<file path="config.mk">
export PLATFORM = sky130hd
export DESIGN_NAME = dq_chain
export DESIGN_NICKNAME = d
export VERILOG_FILES = /design/src/rtl/dq_pkg.sv /design/src/rtl/dq_cell.sv /design/src/rtl/dq_chain.sv
export VERILOG_INCLUDE_DIRS = /design/src /design/src/rtl
export SDC_FILE = /design/constraint.sdc
export NUM_CORES = 2
export LEC_CHECK = 0
export ABC_AREA = 1
export BUFFER_PORTS_ARGS = -buffer_cell sky130_fd_sc_hd__clkbuf_2
export CORE_AREA = 2 2 440 442
export DETAILED_ROUTE_END_ITERATION = 7
export DIE_AREA = 0 0 442 444
export PLACE_DENSITY = 0.68
export SYNTH_ARGS = -nofsm -noshare
export SYNTH_HDL_FRONTEND = slang
export SYNTH_SLANG_ARGS = --single-unit
</file>
<file path="constraint.sdc">
create_clock -name clk_i -period 2.7 [get_ports clk_i]
set_input_delay 0.27 -clock clk_i [delete_from_list [all_inputs] [get_ports clk_i]]
set_output_delay 0.27 -clock clk_i [all_outputs]
set_load 0.05 [all_outputs]
</file>
<file path="src/rtl/assert_macros.svh">
// Assertion macros shared by the deque RTL; empty under synthesis.
`ifndef ASSERT_MACROS_SVH
`define ASSERT_MACROS_SVH
`ifndef SYNTHESIS
// Check a property on every clock edge outside reset.
`define DQ_ASSERT(lbl, clk, rstn, prop) \
  lbl: assert property (@(posedge clk) disable iff (!rstn) (prop)) \
    else $error("assertion failed: %m");
// Check that a condition in one cycle leads to a result in the next.
`define DQ_ASSERT_NEXT(lbl, clk, rstn, ante, cons) \
  lbl: assert property (@(posedge clk) disable iff (!rstn) (ante) |=> (cons)) \
    else $error("assertion failed: %m");
`else
`define DQ_ASSERT(lbl, clk, rstn, prop)
`define DQ_ASSERT_NEXT(lbl, clk, rstn, ante, cons)
`endif
`endif

</file>
<file path="src/rtl/dq_pkg.sv">
// Types, constants and codes of the double-ended queue.
package dq_pkg;

  localparam int unsigned DepthDefault = 64;
  localparam int unsigned WordW        = 32;
  localparam int unsigned OccW         = 7;

  localparam logic signed [WordW-1:0] EmptyWord = -32'sd1;

  typedef enum logic [1:0] {
    REQ_PUSH_FRONT = 2'd0,
    REQ_POP_FRONT  = 2'd1,
    REQ_PUSH_BACK  = 2'd2,
    REQ_POP_BACK   = 2'd3
  } req_e;

  // Operation broadcast to every cell of one chain.
  typedef enum logic [2:0] {
    OP_HOLD      = 3'd0,
    OP_SHIFT_IN  = 3'd1,
    OP_SHIFT_OUT = 3'd2,
    OP_APPEND    = 3'd3,
    OP_TRIM      = 3'd4
  } cell_op_e;

  typedef struct packed {
    cell_op_e                op;
    logic signed [WordW-1:0] word;
  } chain_cmd_t;

endpackage

</file>
<file path="src/rtl/dq_cell.sv">
// One storage cell of a deque chain: a word and its valid bit.
module dq_cell
  import dq_pkg::*;
(
  input  logic                    clk_i,
  input  logic                    rst_ni,
  input  chain_cmd_t              cmd_i,
  input  logic signed [WordW-1:0] left_data_i,
  input  logic                    left_valid_i,
  input  logic signed [WordW-1:0] right_data_i,
  input  logic                    right_valid_i,
  output logic signed [WordW-1:0] data_o,
  output logic                    valid_o
);

  logic signed [WordW-1:0] data_q, data_d;
  logic                    valid_q, valid_d;

  // Pick the next content from the neighbors or the broadcast word
  always_comb begin
    data_d  = data_q;
    valid_d = valid_q;
    case (cmd_i.op)
      OP_SHIFT_IN: begin
        data_d  = left_data_i;
        valid_d = left_valid_i;
      end
      OP_SHIFT_OUT: begin
        data_d  = right_data_i;
        valid_d = right_valid_i;
      end
      OP_APPEND: begin
        // take the word only at the boundary of the occupied run
        if (!valid_q && left_valid_i) begin
          data_d  = cmd_i.word;
          valid_d = 1'b1;
        end
      end
      OP_TRIM: begin
        // drop the last occupied cell
        if (valid_q && !right_valid_i) begin
          valid_d = 1'b0;
        end
      end
      default: ;
    endcase
  end

  always_ff @(posedge clk_i or negedge rst_ni) begin
    if (!rst_ni) begin
      valid_q <= 1'b0;
    end else begin
      valid_q <= valid_d;
    end
  end

  always_ff @(posedge clk_i) begin
    data_q <= data_d;
  end

  assign data_o  = data_q;
  assign valid_o = valid_q;

endmodule

</file>
<file path="src/rtl/dq_chain.sv">
// Row of deque cells with the head at cell zero.
`include "assert_macros.svh"

module dq_chain
  import dq_pkg::*;
#(
  parameter int unsigned Depth = DepthDefault
) (
  input  logic                    clk_i,
  input  logic                    rst_ni,
  input  chain_cmd_t              cmd_i,
  output logic signed [WordW-1:0] head_o
);

  logic signed [WordW-1:0] data_w [Depth];
  logic [Depth-1:0]        valid_w;

  // Link each cell to its neighbors; the head sees the new word
  for (genvar i = 0; i < Depth; i++) begin : g_cell
    logic signed [WordW-1:0] left_data, right_data;
    logic                    left_valid, right_valid;

    if (i == 0) begin : g_head
      assign left_data  = cmd_i.word;
      assign left_valid = 1'b1;
    end else begin : g_body
      assign left_data  = data_w[i-1];
      assign left_valid = valid_w[i-1];
    end

    if (i == Depth - 1) begin : g_tail
      assign right_data  = '0;
      assign right_valid = 1'b0;
    end else begin : g_inner
      assign right_data  = data_w[i+1];
      assign right_valid = valid_w[i+1];
    end

    dq_cell u_cell (
      .clk_i        (clk_i),
      .rst_ni       (rst_ni),
      .cmd_i        (cmd_i),
      .left_data_i  (left_data),
      .left_valid_i (left_valid),
      .right_data_i (right_data),
      .right_valid_i(right_valid),
      .data_o       (data_w[i]),
      .valid_o      (valid_w[i])
    );
  end

  assign head_o = data_w[0];

  // Occupied cells form one run from the head: valid plus one is a power of two
  logic [Depth:0] run_chk;
  assign run_chk = {1'b0, valid_w} + {{Depth{1'b0}}, 1'b1};

  `DQ_ASSERT(valid_run_a, clk_i, rst_ni, $onehot(run_chk))
  `DQ_ASSERT_NEXT(shift_in_head_a, clk_i, rst_ni, cmd_i.op == OP_SHIFT_IN, valid_w[0])
  `DQ_ASSERT_NEXT(trim_one_a, clk_i, rst_ni, cmd_i.op == OP_TRIM && valid_w != '0,
                  $countones(valid_w) == $countones($past(valid_w)) - 1)

endmodule

</file>
==> results.toml <==
[power]
p_leak_nw = 43.0
p_total_mw = 77.6
ir_drop_v = 0.000587
p_per_area_mw_per_mm2 = 730

[clock_tree]
cts_buffer_depth = 3
tritoncts = "yes"
clock-sinks = 2112
root_buffer = "clkbuf_16"
clk_latency_ps = 860
numCtsBuffers = 211
cts_max_level = 4
postCtsSetupBuffers = 0
path_clk_slew_ps = 60

[floorplan]
start_util = 0.498
die_x_um = 442
row_count = 161
die-area_mm2 = 0.196
ios = 69
core-area_mm2 = 0.192
die_y_um = 444

[drt]
drt_iter0_markers = 7418
final_antenna_net_count = 0
drc = 0
vias = 64700
viasPerCell = 6.22
wire_per_inst_um = 23.0
finalWirelength_um = 239000
firstDrtPassIters = 6

[synth]
synth_flop_cell = "edfxtp_1"
post_synth_num_cell_types = 17
synth_edf_count = 2048
yosysWarnings = 0
syn_area_mm2 = 0.0954
ys_seq_area_frac = 0.661
syn_nets = 7919
avgSynthCellArea_um2 = 12.1
synthCells = 7882
synthArstFlopShare = 0.0303
ys_seq_elements = 2112

[sta]
period_share = 0.754
fmax_mhz = 491
hold_viol = 0
tightest_slew_ps = 868
setup_viol = 0
slew_headroom = 0.421
fin_setup_tns_ps = 0
drv_slew = 0
rsz0062_at_grt = "no"
clock_skew_ps = 49.5
fin_crit_ps = 2040

[critical_path]
critPathKind = "in2reg"
worst-path-max-fanout = 118
r2r-start = "g_cell[29].u_cell.valid_o"
worst_setup_path_end_kind = "flop"
critPathArrivalTime_ps = 2570
rr_worst_depth = 6
worstPathRequired_ps = 3230
startpoint_type = "input port"
r2r_setup_slack_ps = 900
reg2reg_to = "g_cell[29].u_cell.data_o[11]"

[finish]
synthToLayoutAreaGrowth_pct = 11.4
stdcell_count = 10400
post-route-util = 0.555
drive_above_1_share = 0.0805
stdcell_area_mm2 = 0.106
final_nets = 7735

[global_routing]
grt_max_degree = 183
antenna_found_initial = 2
grt_util_all_layers = 0.238
grt_pass1_vias = 65200
grt-ovfl-total = 0
grt_pass1_wl_um = 374000

[place]
hpwl_um = 149000
dpl_cell_area_mm2 = 0.0994
place_congestion = 0.821
io_buffer_count = 68
placedCellCount = 9977

[run]
max_cap_viol_count = 0

[min_path]
min_path_type = "in2async"

[outcome]
outcome = "complete, no violations"
[per-layer routing]
layer  vias up  track usage  part of all wire
met1     32500        0.313              0.40
met5         -            0                 0
met4         0       0.0778             0.027
li1      29200            -                 -
met3       417       0.0304             0.067
met2      2635        0.410              0.51
[power by group]
part	internal, mW	total [mW]	switching [mW]	leakage (nW)
clock network	15.5	28.0	12.5	3.20
registers	39.7	40.7	0.983	20.5
logic	2.92	8.96	6.04	19.2
total	58.0	77.6	19.5	43.0
[cells in the mapped netlist (31+ instances only)]
cell      count  share of area
inv_1      2053          0.081
nor2_1       35         0.0014
buf_2       307          0.016
nand3_1     155         0.0081
edfxtp_1   2048           0.64
o221ai_1   1888           0.17
o21ai_0      95         0.0050
nand2_1     674          0.027
nand4_1      31         0.0020
a21oi_1      31         0.0016
clkbuf_1    368          0.014
buf_1        32         0.0013
o211ai_1     97         0.0076
dfrtp_1      64          0.017
[cells by family (layout without fill, tap and decap cells)]
logic type | count (synthesis) | in the layout | share of synthesized area
buffers and inverters | 2762 | 2755 | 0.113
AO/OA/AOI/OAI | 2111 | 2111 | 0.188
AND/OR/NAND/NOR | 897 | 897 | 0.0382
flip-flops | 2112 | 2112 | 0.661
other | 0 | 1 | 0
[worst max path at each step]
stage | startpoint | end | cells after the start
6_report | cmd_i[34] | g_cell[20].u_cell.data_o[12] | 7
3_5_place_dp | cmd_i[33] | g_cell[22].u_cell.data_o[5] | 7
5_1_grt | cmd_i[34] | g_cell[21].u_cell.data_o[13] | 7
4_1_cts | cmd_i[34] | g_cell[22].u_cell.data_o[5] | 7
2_1_floorplan | cmd_i[32] | g_cell[1].u_cell.data_o[0] | 6
3_3_place_gp | cmd_i[33] | g_cell[23].u_cell.data_o[14] | 7
[per-stage QoR]
step | hold slack (ps) | setup WS [ps]
after floorplan | -25.6 | -233
after global placement | 346 | 462
after detailed placement | 339 | 390
after CTS | 5.08 | 748
after global routing | 86.6 | 562
final | 30.9 | 664
[timing repair]
action	CTS	global route
gates resized for setup	0	0
hold buffers	34	0
endpoints found under the setup margin	0	0
hold endpoints to repair	465	0
[flip-flops by register name (all words and copies together) (netlist names)]
register and flops:
g_cell.u_cell.valid_o 64, g_cell.u_cell.data_o 2048
[placed cells by master, fill, tap and decap left out, drive strengths merged]
cell type and instances:
o221ai 1888, clkbuf 339, o211ai 97, bufinv 8, dfrtp 64, nor2 37, dlygate4sd3 34, a21oi 31
o21ai 95, edfxtp 2048, buf 209, nand4 31, nand2 674, clkinv 100, inv 2065, diode 1
nand3 155
[cell type report]
type | count | area (um^2)
Fill cell | 15400 | 85300
Tap cell | 2526 | 3160
Sequential cell | 2112 | 63100
Antenna cell | 1 | 2.50
Clock inverter | 118 | 887
Multi-Input combinational cell | 3008 | 22000
Timing Repair Buffer | 310 | 3780
Clock buffer | 272 | 5620
Inverter | 2055 | 7720
[worst max-delay path, cell delays in order]
cell and delay [ps]:
dlygate4sd3_1 540, clkbuf_2 190, nor2_4 350, buf_12 210
buf_12 230, buf_12 440, o221ai_1 190
Note: power is estimated with default switching activity, not from simulation.
